<file path="src/hdl/tpta_pkg.sv">
// Package with the item types, operation codes and defaults of the transmit throttle arbiter.
package tpta_pkg;

    localparam int unsigned QUEUE_DEPTH_DEF = 16;
    localparam int unsigned NUM_CLASSES = 4;

    localparam logic [15:0] THROTTLE_MS_RST = 16'd50;
    localparam logic [15:0] READ_GUARANTEE_MS_RST = 16'd200;

    localparam int unsigned CFG_IDX_W = 8;
    localparam int unsigned CFG_DATA_W = 32;
    localparam logic [CFG_IDX_W-1:0] CFG_IDX_THROTTLE = 8'd0;
    localparam logic [CFG_IDX_W-1:0] CFG_IDX_READ_GUARANTEE = 8'd1;

    localparam logic [1:0] FUNC_PUMP = 2'd0;
    localparam logic [1:0] FUNC_ENQUEUE = 2'd1;
    localparam logic [1:0] FUNC_CLEAR_ALL = 2'd2;
    localparam logic [1:0] FUNC_CLEAR_MOVE = 2'd3;

    localparam logic [1:0] CLASS_ESTOP = 2'd0;
    localparam logic [1:0] CLASS_READ = 2'd1;
    localparam logic [1:0] CLASS_MOVE = 2'd2;
    localparam logic [1:0] CLASS_OTHER = 2'd3;

    typedef struct packed {
        logic [1:0]  func;
        logic [1:0]  queue_class;
        logic [31:0] now_ms;
    } in_item_t;

    typedef struct packed {
        logic       sent;
        logic [1:0] sent_class;
        logic       enqueue_rejected;
    } out_item_t;

endpackage

</file>
<file path="src/hdl/tx_priority_throttle_arbiter.sv">
// Top level of the transmit scheduler: four class counters, send throttle and read guarantee.
// An item offered at the input enters the input register when it is accepted, and its result
// enters the result register when that register is empty or being drained by the sink.
// Throughput is one item per cycle while the sink takes results; the counters and send times
// update in the same cycle the result register loads, so the next item sees them at once.
// Reset (aresetn low, synchronous) empties all counters, zeroes both send times, restores the
// register defaults and drops both pipeline stages; the configuration port is always ready.
module tx_priority_throttle_arbiter #(
    parameter int unsigned QUEUE_DEPTH = tpta_pkg::QUEUE_DEPTH_DEF
) (
    input  logic                               aclk,
    input  logic                               aresetn,
    input  logic                               s_valid,
    output logic                               s_ready,
    input  tpta_pkg::in_item_t                 s_data,
    output logic                               m_valid,
    input  logic                               m_ready,
    output tpta_pkg::out_item_t                m_data,
    input  logic                               cfg_valid,
    output logic                               cfg_ready,
    input  logic [tpta_pkg::CFG_IDX_W-1:0]     cfg_index,
    input  logic [tpta_pkg::CFG_DATA_W-1:0]    cfg_data
);

    localparam int unsigned CNT_W = $clog2(QUEUE_DEPTH + 1);
    localparam logic [CNT_W-1:0] CNT_FULL = CNT_W'(QUEUE_DEPTH);
    localparam logic [CNT_W-1:0] CNT_ONE = CNT_W'(1);

    logic [15:0] throttle_reg;
    logic [15:0] read_guarantee_reg;

    logic                 in_valid_reg;
    tpta_pkg::in_item_t   in_item_reg;
    logic                 out_valid_reg;
    tpta_pkg::out_item_t  out_item_reg;
    tpta_pkg::out_item_t  out_item_next;

    logic [CNT_W-1:0] count_reg [tpta_pkg::NUM_CLASSES];
    logic [CNT_W-1:0] count_next [tpta_pkg::NUM_CLASSES];
    logic [31:0]      last_send_reg;
    logic [31:0]      last_send_next;
    logic [31:0]      last_read_reg;
    logic [31:0]      last_read_next;

    logic                         advance;
    logic [tpta_pkg::NUM_CLASSES-1:0] nonempty;
    logic [tpta_pkg::NUM_CLASSES-1:0] full;
    logic [31:0]                  since_send;
    logic [31:0]                  since_read;
    logic                         throttled;
    logic                         read_due;
    logic                         do_send;
    logic [1:0]                   pick;
    logic                         reject;

    assign advance   = in_valid_reg && (!out_valid_reg || m_ready);
    assign s_ready   = !in_valid_reg || advance;
    assign cfg_ready = 1'b1;
    assign m_valid   = out_valid_reg;
    assign m_data    = out_item_reg;

    always_ff @(posedge aclk) begin
        if (!aresetn) begin
            throttle_reg       <= tpta_pkg::THROTTLE_MS_RST;
            read_guarantee_reg <= tpta_pkg::READ_GUARANTEE_MS_RST;
        end else if (cfg_valid) begin
            if (cfg_index == tpta_pkg::CFG_IDX_THROTTLE) begin
                throttle_reg <= cfg_data[15:0];
            end else if (cfg_index == tpta_pkg::CFG_IDX_READ_GUARANTEE) begin
                read_guarantee_reg <= cfg_data[15:0];
            end
        end
    end

    always_ff @(posedge aclk) begin
        if (!aresetn) begin
            in_valid_reg <= 1'b0;
        end else if (s_ready) begin
            in_valid_reg <= s_valid;
        end
    end

    always_ff @(posedge aclk) begin
        if (s_ready && s_valid) begin
            in_item_reg <= s_data;
        end
    end

    always_comb begin
        for (int i = 0; i < tpta_pkg::NUM_CLASSES; i++) begin
            nonempty[i] = count_reg[i] != '0;
            full[i]     = count_reg[i] == CNT_FULL;
        end
        since_send = in_item_reg.now_ms - last_send_reg;
        since_read = in_item_reg.now_ms - last_read_reg;
        throttled  = (last_send_reg != '0) && (since_send < {16'd0, throttle_reg});
        read_due   = nonempty[tpta_pkg::CLASS_READ] &&
                     ((last_read_reg == '0) || (since_read >= {16'd0, read_guarantee_reg}));
        do_send    = (in_item_reg.func == tpta_pkg::FUNC_PUMP) && (|nonempty) && !throttled;

        if (nonempty[tpta_pkg::CLASS_ESTOP]) begin
            pick = tpta_pkg::CLASS_ESTOP;
        end else if (read_due) begin
            pick = tpta_pkg::CLASS_READ;
        end else if (nonempty[tpta_pkg::CLASS_MOVE]) begin
            pick = tpta_pkg::CLASS_MOVE;
        end else if (nonempty[tpta_pkg::CLASS_READ]) begin
            pick = tpta_pkg::CLASS_READ;
        end else begin
            pick = tpta_pkg::CLASS_OTHER;
        end

        reject = (in_item_reg.func == tpta_pkg::FUNC_ENQUEUE) && full[in_item_reg.queue_class];

        for (int i = 0; i < tpta_pkg::NUM_CLASSES; i++) begin
            count_next[i] = count_reg[i];
            case (in_item_reg.func)
                tpta_pkg::FUNC_PUMP: begin
                    if (do_send && pick == 2'(i)) begin
                        count_next[i] = count_reg[i] - CNT_ONE;
                    end
                end
                tpta_pkg::FUNC_ENQUEUE: begin
                    if (in_item_reg.queue_class == 2'(i) && !full[i]) begin
                        count_next[i] = count_reg[i] + CNT_ONE;
                    end
                end
                tpta_pkg::FUNC_CLEAR_ALL: begin
                    count_next[i] = '0;
                end
                tpta_pkg::FUNC_CLEAR_MOVE: begin
                    if (2'(i) == tpta_pkg::CLASS_MOVE) begin
                        count_next[i] = '0;
                    end
                end
                default: begin
                    count_next[i] = count_reg[i];
                end
            endcase
        end

        last_send_next = do_send ? in_item_reg.now_ms : last_send_reg;
        last_read_next = (do_send && pick == tpta_pkg::CLASS_READ) ?
                         in_item_reg.now_ms : last_read_reg;

        out_item_next.sent             = do_send;
        out_item_next.sent_class       = do_send ? pick : tpta_pkg::CLASS_ESTOP;
        out_item_next.enqueue_rejected = reject;
    end

    always_ff @(posedge aclk) begin
        if (!aresetn) begin
            for (int i = 0; i < tpta_pkg::NUM_CLASSES; i++) begin
                count_reg[i] <= '0;
            end
            last_send_reg <= '0;
            last_read_reg <= '0;
            out_valid_reg <= 1'b0;
        end else begin
            if (advance) begin
                for (int i = 0; i < tpta_pkg::NUM_CLASSES; i++) begin
                    count_reg[i] <= count_next[i];
                end
                last_send_reg <= last_send_next;
                last_read_reg <= last_read_next;
                out_valid_reg <= 1'b1;
            end else if (m_ready) begin
                out_valid_reg <= 1'b0;
            end
        end
    end

    always_ff @(posedge aclk) begin
        if (advance) begin
            out_item_reg <= out_item_next;
        end
    end

endmodule

</file>
<file path="config.mk">
export PLATFORM = sky130hd
export DESIGN_NAME = tx_priority_throttle_arbiter
export DESIGN_NICKNAME = d
export VERILOG_FILES = /design/src/hdl/tpta_pkg.sv /design/src/hdl/tx_priority_throttle_arbiter.sv
export SDC_FILE = /design/constraint.sdc
export NUM_CORES = 1
export LEC_CHECK = 0
export BUFFER_PORTS_ARGS = -buffer_cell sky130_fd_sc_hd__clkbuf_2
export CAP_MARGIN = 0
export CORE_MARGIN = 5
export CORE_UTILIZATION = 29
export CTS_CLUSTER_DIAMETER = 150
export DETAILED_ROUTE_END_ITERATION = 16
export GPL_ROUTABILITY_DRIVEN = 0
export MAX_ROUTING_LAYER = met4
export SYNTH_ARGS = -nofsm -noshare
export SYNTH_HDL_FRONTEND = slang
export SYNTH_SLANG_ARGS = --single-unit
</file>
<file path="constraint.sdc">
create_clock -name aclk -period 7.2 [get_ports aclk]
set_input_delay 0.72 -clock aclk [delete_from_list [all_inputs] [get_ports aclk]]
set_output_delay 0.72 -clock aclk [all_outputs]
set_load 0.01 [all_outputs]
</file>
==> results of run 1 <==
## cells by family after synthesis
group,synth area share (%)
AOI/OAI and AO/OA,16.65
xor gates and xnor gates,4.465
adders and majority gates,12.39
buffers and inverters,5.903
DFF,32.52
muxes,8.671
other,0.03240
and+or+nand+nor,19.36
## layer usage
metal,up-vias,track usage [%]
met5,-,-
met4,0,3.848
met3,38,2.167
met2,229,22.97
met1,4594,20.09
li1,4862,-
## cell type report
cell class	instances	area, sq um	share of cell area [%]
clock buffers	19	454.2	3.510
clock inverters	13	96.34	0.7445
inverters	120	450.4	3.481
multi-input cells	1007	7129	55.09
flip-flops and latches	158	3764	29.08
well taps	525	656.9	5.076
repair buffers	75	390.4	3.017
## how the worst max path moves through the flow
stage                             start                        endpoint  depth (start not counted)
2_1_floorplan  in_item_reg[0]$_DFFE_PP_   count_reg[3][0]$_SDFFCE_PP0P_                         22
5_1_grt        in_item_reg[0]$_DFFE_PP_  last_send_reg[16]$_SDFFE_PN0P_                         23
4_1_cts        in_item_reg[0]$_DFFE_PP_  last_send_reg[22]$_SDFFE_PN0P_                         23
3_3_place_gp   in_item_reg[0]$_DFFE_PP_   last_send_reg[2]$_SDFFE_PN0P_                         20
6_report       in_item_reg[0]$_DFFE_PP_  last_send_reg[22]$_SDFFE_PN0P_                         23
3_5_place_dp   in_item_reg[0]$_DFFE_PP_  last_send_reg[22]$_SDFFE_PN0P_                         20
## power groups by stage
stage / Clock [uW] / Combinational (uW) / Sequential [uW]
global placement: 0 / 450 / 1010
CTS: 896 / 461 / 987
detailed placement: 0 / 459 / 1010
floorplan: 0 / 348 / 995
finish: 870 / 463 / 988
global route: 933 / 520 / 991
## synthesized netlist by cell type, types with 28 or more instances
master / number / area [sq um]
a21oi_1: 85 / 425.4
nor2b_1: 43 / 269.0
mux2i_1: 98 / 980.9
edfxtp_1: 60 / 1802
nor2_1: 75 / 281.5
o21ai_0: 43 / 215.2
nand2_1: 177 / 664.4
xnor2_1: 34 / 297.8
inv_1: 119 / 446.7
ha_1: 105 / 1314
dfxtp_1: 98 / 1962
clkbuf_1: 32 / 120.1
a21o_1: 28 / 210.2
## stage by stage
stage | std cells | area (sq um) | worst slack, ns | util, % | total power (uW)
after detailed placement | 1885 | 12390 | 1.608 | 31.26 | 1466
after global placement | 1885 | 12390 | 1.709 | 31.26 | 1457
after CTS | 1917 | 12940 | 1.576 | 32.65 | 2345
final | 1917 | 12940 | 1.586 | 32.65 | 2321
after global routing | 1917 | 12940 | 1.005 | 32.65 | 2444
after floorplan | 1330 | 11570 | 2.677 | - | 1342
## worst max-delay path: stages (launching register included)
cell       delay [ns]
edfxtp_1         0.38
inv_1            0.10
ha_1             0.18
inv_1            0.05
fa_1             0.41
a21oi_1          0.21
o21ai_1          0.13
a21oi_1          0.38
o21bai_1         0.10
a21oi_1          0.18
xnor2_1          0.15
ha_1             0.26
nand4_1          0.10
o21bai_1         0.08
o21ba_2          0.22
a311oi_1         0.23
o2111ai_1        0.17
nor4b_2          0.30
o2111ai_1        0.20
nor4_2           0.55
nor2_1           0.16
nand2_2          0.12
buf_4            0.52
mux2i_1          0.27
==> impl_metrics.env, run 1 <==
export IMPL_die_area_sq_um=44000
export IMPL_fin_worst_skew_ns=0.01584
export IMPL_whs_ns=0.4499
export IMPL_syn_nets=1522
export IMPL_grt_ovfl_total=0
export IMPL_drt_met1_wl_microns=15480
export IMPL_rr_worst_depth=23
export IMPL_p_switching_uw=703.3
export IMPL_r2r_start="in_item_reg[0]$_DFFE_PP_"
export IMPL_synthCells=1330
export IMPL_setup_viol=0
export IMPL_diodes=0
export IMPL_worst_pin_slew_ns=1.166
export IMPL_min_to="in_item_reg[6]$_DFFE_PP_"
export IMPL_clk_pin_slew_ns=0.07
export IMPL_cts_buffers=17
export IMPL_postCtsSetupRepairBufs=0
export IMPL_io_pins=88
export IMPL_dpl_hpwl_microns=24820
export IMPL_hold_depth=1
export IMPL_cts_tree="built"
export IMPL_finalHoldViolations=0
export IMPL_cts_max_level=4
export IMPL_n_fill_cell=4207
export IMPL_start_kind="flop"
export IMPL_worstPathMaxFanout=32
export IMPL_die_height_microns=209.8
export IMPL_portBuffers=70
export IMPL_largest_reg_flops=36
export IMPL_placementRows=73
export IMPL_ys_ff_latch=158
export IMPL_cp_end_kind="flop"
export IMPL_wl_met2_microns=14130
export IMPL_rsz0062_at_grt="false"
export IMPL_area_growth_synth_to_final_pct=11.83
export IMPL_p_int_uw=1617
export IMPL_clock_latency_ns=0.44
export IMPL_regToRegEndpoint="last_send_reg[22]$_SDFFE_PN0P_"
export IMPL_netlist_area_sq_um=11570
export IMPL_fmax_mhz=178.1
export IMPL_async_reset_ff_share_pct=0
export IMPL_synth_seq_area_share_pct=32.52
export IMPL_grt_antenna_before_repair=0
export IMPL_ff2ff_setup_slack_ns=1.59
export IMPL_worst_ep_arrival_time_ns=5.97
export IMPL_viasPerCell=5.072
export IMPL_irDropWorstVdd_v=0.0001110
export IMPL_fin_tns_setup_ns=0
export IMPL_grt_max_degree=98
export IMPL_grt_pass1_vias=9583
export IMPL_synth_edf_count=60
export IMPL_track_usage_pct=14.72
export IMPL_cts_root_buf="clkbuf_16"
export IMPL_final_layout_size_suffix_gt1_share_pct=9.626
export IMPL_drt_first_pass_iters=5
export IMPL_mostFrequentLayoutCell="nand2_1"
export IMPL_final_cell_mix="nand2_1, inv_1, ha_1, mux2i_1, dfxtp_1"
export IMPL_ant_nets=0
export IMPL_hold_class="in2reg"
export IMPL_ctsLongestPathBuffers=2
export IMPL_clockPowerShare_pct=37.5
export IMPL_cts_resized=0
export IMPL_highest_layer="met4"
export IMPL_hp_start="s_data[6]"
export IMPL_grt_pass1_wl_microns=50770
export IMPL_required_ns=7.56
export IMPL_status="finished clean"
export IMPL_period_share_pct=77.97
export IMPL_fin_crit_ns=5.614
export IMPL_critPathKind="reg2reg"
export IMPL_cts_sinks=158
export IMPL_avgSynthCellArea_sq_um=8.701
export IMPL_drt_iter0_markers=524
export IMPL_slew_headroom_pct=22.04
export IMPL_die_width_microns=209.8
export IMPL_core_sq_um=39640
export IMPL_p_seq_share_pct=42.6
export IMPL_maxSlewViolCount=0
export IMPL_powerDensity_nw_per_um2=179.3
export IMPL_initial_utilization_pct=29.19
export IMPL_p_leak_uw=0.005087
export IMPL_wl_microns=31540
export IMPL_switching_share_pct=30.31
export IMPL_nets=1571
export IMPL_hold_buffers=0
export IMPL_vias=9723
export IMPL_wl_met3_microns=1341
export IMPL_power_frac_comb_pct=20.0
export IMPL_wl_per_cell_microns=16.45
export IMPL_drv_cap=0
export IMPL_post_route_drc_count=0
export IMPL_yosysUniqueCellTypes=86
export IMPL_yosys_warnings=0
export IMPL_synthFlopType="dfxtp_1"
Power figures use the tool's default switching activity.
==> run 2: changes to the inputs <==
- clock period: 7.2 -> 5.9 ns (I/O delays scaled with it)
==> impl_metrics.env, run 2 (synthesis gave the netlist of run 1 again) <==
export IMPL_switching_share_pct=30.45
export IMPL_cp_end_kind="flop"
export IMPL_grt_max_degree=88
export IMPL_diodes=0
export IMPL_die_height_microns=209.8
export IMPL_viasPerCell=5.057
export IMPL_maxSlewViolCount=0
export IMPL_rsz0062_at_grt="false"
export IMPL_path_cells="ha_1 -> a21oi_1 -> o21ai_0 -> o21bai_1 -> nand3_1 -> nand3_1 -> nand2_1 -> xor2_1 -> ha_1 -> a2111oi_1 -> o221ai_1 -> or4_1 -> nor4b_2 -> o2111ai_1 -> nor4_2 -> nand3b_4 -> or4_1 -> o211ai_1"
export IMPL_critPathKind="reg2reg"
export IMPL_hold_buffers=0
export IMPL_grt_ovfl_total=0
export IMPL_dpl_hpwl_microns=24510
export IMPL_drt_iter0_markers=585
export IMPL_placementRows=73
export IMPL_setup_viol=0
export IMPL_drt_first_pass_iters=5
export IMPL_final_cell_mix="nand2_1, inv_1, ha_1, mux2i_1, dfxtp_1"
export IMPL_cts_tree="built"
export IMPL_io_pins=88
export IMPL_worst_ep_arrival_time_ns=5.56
export IMPL_critPathTopFamily="simple AND/OR/NAND/NOR gates"
export IMPL_ff2ff_setup_slack_ns=0.44
export IMPL_ctsLongestPathBuffers=2
export IMPL_p_leak_uw=0.005109
export IMPL_fin_worst_skew_ns=0.01876
export IMPL_portBuffers=70
export IMPL_die_area_sq_um=44000
export IMPL_cts_buffers=17
export IMPL_grt_antenna_before_repair=0
export IMPL_clockPowerShare_pct=39.1
export IMPL_start_kind="flop"
export IMPL_crit_path_max_incr_delay_ns=0.58
export IMPL_power_frac_comb_pct=19.5
export IMPL_grt_pass1_vias=9354
export IMPL_core_sq_um=39640
export IMPL_fmax_mhz=183.2
export IMPL_clk_pin_slew_ns=0.08
export IMPL_final_layout_size_suffix_gt1_share_pct=9.705
export IMPL_postCtsSetupRepairBufs=0
export IMPL_initial_utilization_pct=29.19
export IMPL_p_total_uw=2908
export IMPL_hold_class="in2reg"
export IMPL_ant_nets=0
export IMPL_p_seq_share_pct=41.4
export IMPL_area_growth_synth_to_final_pct=12.38
export IMPL_p_int_uw=2023
export IMPL_cts_max_level=4
export IMPL_required_ns=6.00
export IMPL_mostFrequentLayoutCell="nand2_1"
export IMPL_slew_headroom_pct=21.20
export IMPL_wl_microns=31590
export IMPL_n_fill_cell=4166
export IMPL_cp_buffers_inverters=0
export IMPL_largest_reg_flops=36
export IMPL_p_switching_uw=885.3
export IMPL_worstPathMaxFanout=6
export IMPL_cts_root_buf="clkbuf_16"
export IMPL_clock_latency_ns=0.45
export IMPL_wl_per_cell_microns=16.49
export IMPL_period_share_pct=92.53
export IMPL_irDropWorstVdd_v=0.0001624
export IMPL_post_route_drc_count=0
export IMPL_vias=9689
export IMPL_nets=1570
export IMPL_fin_tns_setup_ns=0
export IMPL_drv_cap=0
export IMPL_cts_sinks=158
export IMPL_grt_pass1_wl_microns=50280
export IMPL_status="finished clean"
export IMPL_track_usage_pct=14.66
export IMPL_fin_crit_ns=5.459
export IMPL_cts_resized=0
export IMPL_cpMaxStageDelayCell="nor4_2"
export IMPL_powerDensity_nw_per_um2=223.6
export IMPL_finalHoldViolations=0
export IMPL_whs_ns=0.3110
export IMPL_worst_pin_slew_ns=1.181
export IMPL_die_width_microns=209.8
run 2: cell count changes in the layout (fill, tap and decap cells not counted), sizes merged:
cell | before | now
clkinv | 2 | 4
inv | 130 | 127
buf | 6 | 5
bufinv | 0 | 1
run 2: worst paths after layout:
check                                     start                             to  cells past startpoint
setup reg to reg       in_item_reg[8]$_DFFE_PP_  count_reg[1][3]$_SDFFCE_PP0P_                     18
setup / recovery       in_item_reg[8]$_DFFE_PP_  count_reg[1][3]$_SDFFCE_PP0P_                     18
hold / removal                        s_data[0]       in_item_reg[0]$_DFFE_PP_                      1
hold reg to reg   last_read_reg[9]$_SDFFE_PN0P_  last_read_reg[9]$_SDFFE_PN0P_                      2
run 2: layout make-up:
cell class | instances | area, sq um | share of cell area [%]
clock buffers | 19 | 452.9 | 3.483
clock inverters | 13 | 143.9 | 1.106
inverters | 120 | 450.4 | 3.464
multi-input cells | 1007 | 7129 | 54.82
flip-flops and latches | 158 | 3764 | 28.94
well taps | 525 | 656.9 | 5.051
repair buffers | 74 | 407.9 | 3.136
run 2: per-layer routing:
layer	part of all wire, %	vias to the layer above	GRT usage [%]	wire, microns
li1	-	4854	-	-
met1	49	4523	20.67	15590
met2	44	267	21.74	13770
met3	4.9	45	2.422	1552
met4	2.1	0	4.163	679
met5	0	-	-	0
run 2: power groups by stage:
| stage | clock (uW) | combinational, uW | sequential, uW |
|---|---|---|---|
| after CTS | 1160 | 563 | 1200 |
| after detailed placement | 0 | 559 | 1230 |
| after global routing | 1210 | 635 | 1210 |
| after global placement | 0 | 550 | 1230 |
| final | 1140 | 566 | 1210 |
| after floorplan | 0 | 424 | 1210 |
run 2: through the flow:
step	cells	worst slack [ns]	cell area, sq um	utilization [%]
global placement	1884	0.5893	12410	31.30
global route	1916	0.03413	13010	32.81
detailed placement	1884	0.5403	12410	31.30
CTS	1916	0.4687	13010	32.81
floorplan	1330	1.377	11570	-
finish	1916	0.4407	13010	32.81
==> run 3: changes to the inputs <==
- REMOVE_ABC_BUFFERS: default -> 1
==> impl_metrics.env, run 3 (synthesis gave the netlist of run 1 again) <==
export IMPL_die_width_microns=209.8
export IMPL_fin_crit_ns=5.430
export IMPL_powerDensity_nw_per_um2=221.6
export IMPL_wl_per_cell_microns=16.27
export IMPL_mostFrequentLayoutCell="nand2_1"
export IMPL_cts_tree="built"
export IMPL_final_cell_mix="nand2_1, inv_1, ha_1, mux2i_1, dfxtp_1"
export IMPL_setup_viol=0
export IMPL_cts_buffers=17
export IMPL_required_ns=5.98
export IMPL_final_layout_size_suffix_gt1_share_pct=9.828
export IMPL_finalHoldViolations=0
export IMPL_grt_pass1_wl_microns=49690
export IMPL_start_kind="flop"
export IMPL_worstPathMaxFanout=5
export IMPL_critPathKind="reg2reg"
export IMPL_io_pins=88
export IMPL_hold_class="in2reg"
export IMPL_post_route_util_pct=32.83
export IMPL_dpl_hpwl_microns=24660
export IMPL_grt_antenna_before_repair=0
export IMPL_grt_pass1_vias=9478
export IMPL_largest_reg_flops=36
export IMPL_cts_sinks=158
export IMPL_postLayoutCellArea_sq_um=13010
export IMPL_p_leak_uw=0.005115
export IMPL_rsz0062_at_grt="false"
export IMPL_die_height_microns=209.8
export IMPL_portBuffers=70
export IMPL_core_sq_um=39640
export IMPL_placed_area_sq_um=12430
export IMPL_postCtsSetupRepairBufs=0
export IMPL_fmax_mhz=184.2
export IMPL_grt_ovfl_total=0
export IMPL_status="finished clean"
export IMPL_track_usage_pct=14.43
export IMPL_fin_tns_setup_ns=0
export IMPL_post_route_drc_count=0
export IMPL_clk_pin_slew_ns=0.07
export IMPL_cts_root_buf="clkbuf_16"
export IMPL_initial_utilization_pct=29.19
export IMPL_ant_nets=0
export IMPL_die_area_sq_um=44000
export IMPL_grt_max_degree=84
export IMPL_nets=1573
export IMPL_maxSlewViolCount=0
export IMPL_diodes=0
export IMPL_worst_ep_arrival_time_ns=5.51
export IMPL_cts_max_level=4
export IMPL_drt_first_pass_iters=5
export IMPL_placementRows=73
export IMPL_irDropWorstVdd_v=0.0002107
export IMPL_ctsLongestPathBuffers=2
export IMPL_drv_cap=0
export IMPL_period_share_pct=92.04
export IMPL_wl_microns=31220
export IMPL_slew_headroom_pct=25.13
export IMPL_fin_worst_skew_ns=0.006350
export IMPL_n_fill_cell=4183
export IMPL_cts_resized=0
export IMPL_area_growth_synth_to_final_pct=12.46
export IMPL_vias=9688
export IMPL_worst_pin_slew_ns=1.120
export IMPL_viasPerCell=5.048
export IMPL_cp_end_kind="flop"
export IMPL_clock_latency_ns=0.45
export IMPL_drt_iter0_markers=573
export IMPL_hold_buffers=0
run 3: changes by cell type in the layout (fill, tap and decap cells not counted):
cell / change
clkbuf_8: -2
clkbuf_16: +1
buf_4: +3
clkbuf_1: +1
inv_8: -1
clkinvlp_4: +1
clkinv_2: +1
clkinv_8: -1
run 3: per-layer routing:
layer / global-route usage [%] / vias up / part of all wire [%]
li1: - / 4875 / -
met1: 18.45 / 4531 / 47
met2: 22.65 / 216 / 46
met3: 2.227 / 66 / 3.6
met4: 6.458 / 0 / 3.9
met5: - / - / 0
run 3: power by group:
group          internal [uW]  leakage (uW)  switching, uW  total (uW)
logic                    235       0.00344            334         569
registers               1170       0.00139           37.4        1210
clock network            615      0.000282            494        1110
total                   2020       0.00512            866        2880
run 3: metrics by stage:
step / setup WS (ns) / hold slack (ns) / total power, uW / std cells
2_1_floorplan: 0.8011 / 0.4431 / 1624 / 1285
3_3_place_gp: 0.5644 / 0.4574 / 1781 / 1887
3_5_place_dp: 0.4982 / 0.4643 / 1793 / 1887
4_1_cts: 0.4700 / 0.2866 / 2911 / 1919
5_1_grt: 0.03724 / 0.2888 / 3024 / 1919
6_report: 0.4697 / 0.3116 / 2884 / 1919
run 3: final cells by class:
cell class	count	area, sq um	share of cell area [%]
multi-input cells	1007	7129	54.78
flip-flops and latches	158	3764	28.92
well taps	525	656.9	5.048
clock buffers	19	454.2	3.490
inverters	120	450.4	3.461
repair buffers	77	430.4	3.307
clock inverters	13	128.9	0.9903
run 3: path summary, 6_finish.rpt:
kind                            cells after the start  slack (ns)                      startpoint                             end
worst max-delay path                               18        0.47        in_item_reg[1]$_DFFE_PP_   count_reg[2][1]$_SDFFCE_PP0P_
worst min-delay path                                1        0.31                      s_data[11]       in_item_reg[11]$_DFFE_PP_
worst max register to register                     18        0.47        in_item_reg[1]$_DFFE_PP_   count_reg[2][1]$_SDFFCE_PP0P_
worst min register to register                      2        0.48  last_read_reg[21]$_SDFFE_PN0P_  last_read_reg[21]$_SDFFE_PN0P_
run 3: worst max-delay path, cell delays in order, from the launching register on:
cell and delay (ns):
edfxtp_1 0.50, ha_1 0.33, nor2b_1 0.15, o2111ai_1 0.31, a21boi_2 0.14, a221o_1 0.42
a31oi_1 0.23, xnor2_1 0.10, ha_1 0.23, a2111oi_0 0.33, nand4_1 0.25, nor4_1 0.27
o211ai_1 0.15, a2111oi_0 0.39, nand4b_1 0.19, nor4_1 0.28, nand4b_1 0.23, a211o_1 0.31
o211ai_1 0.27
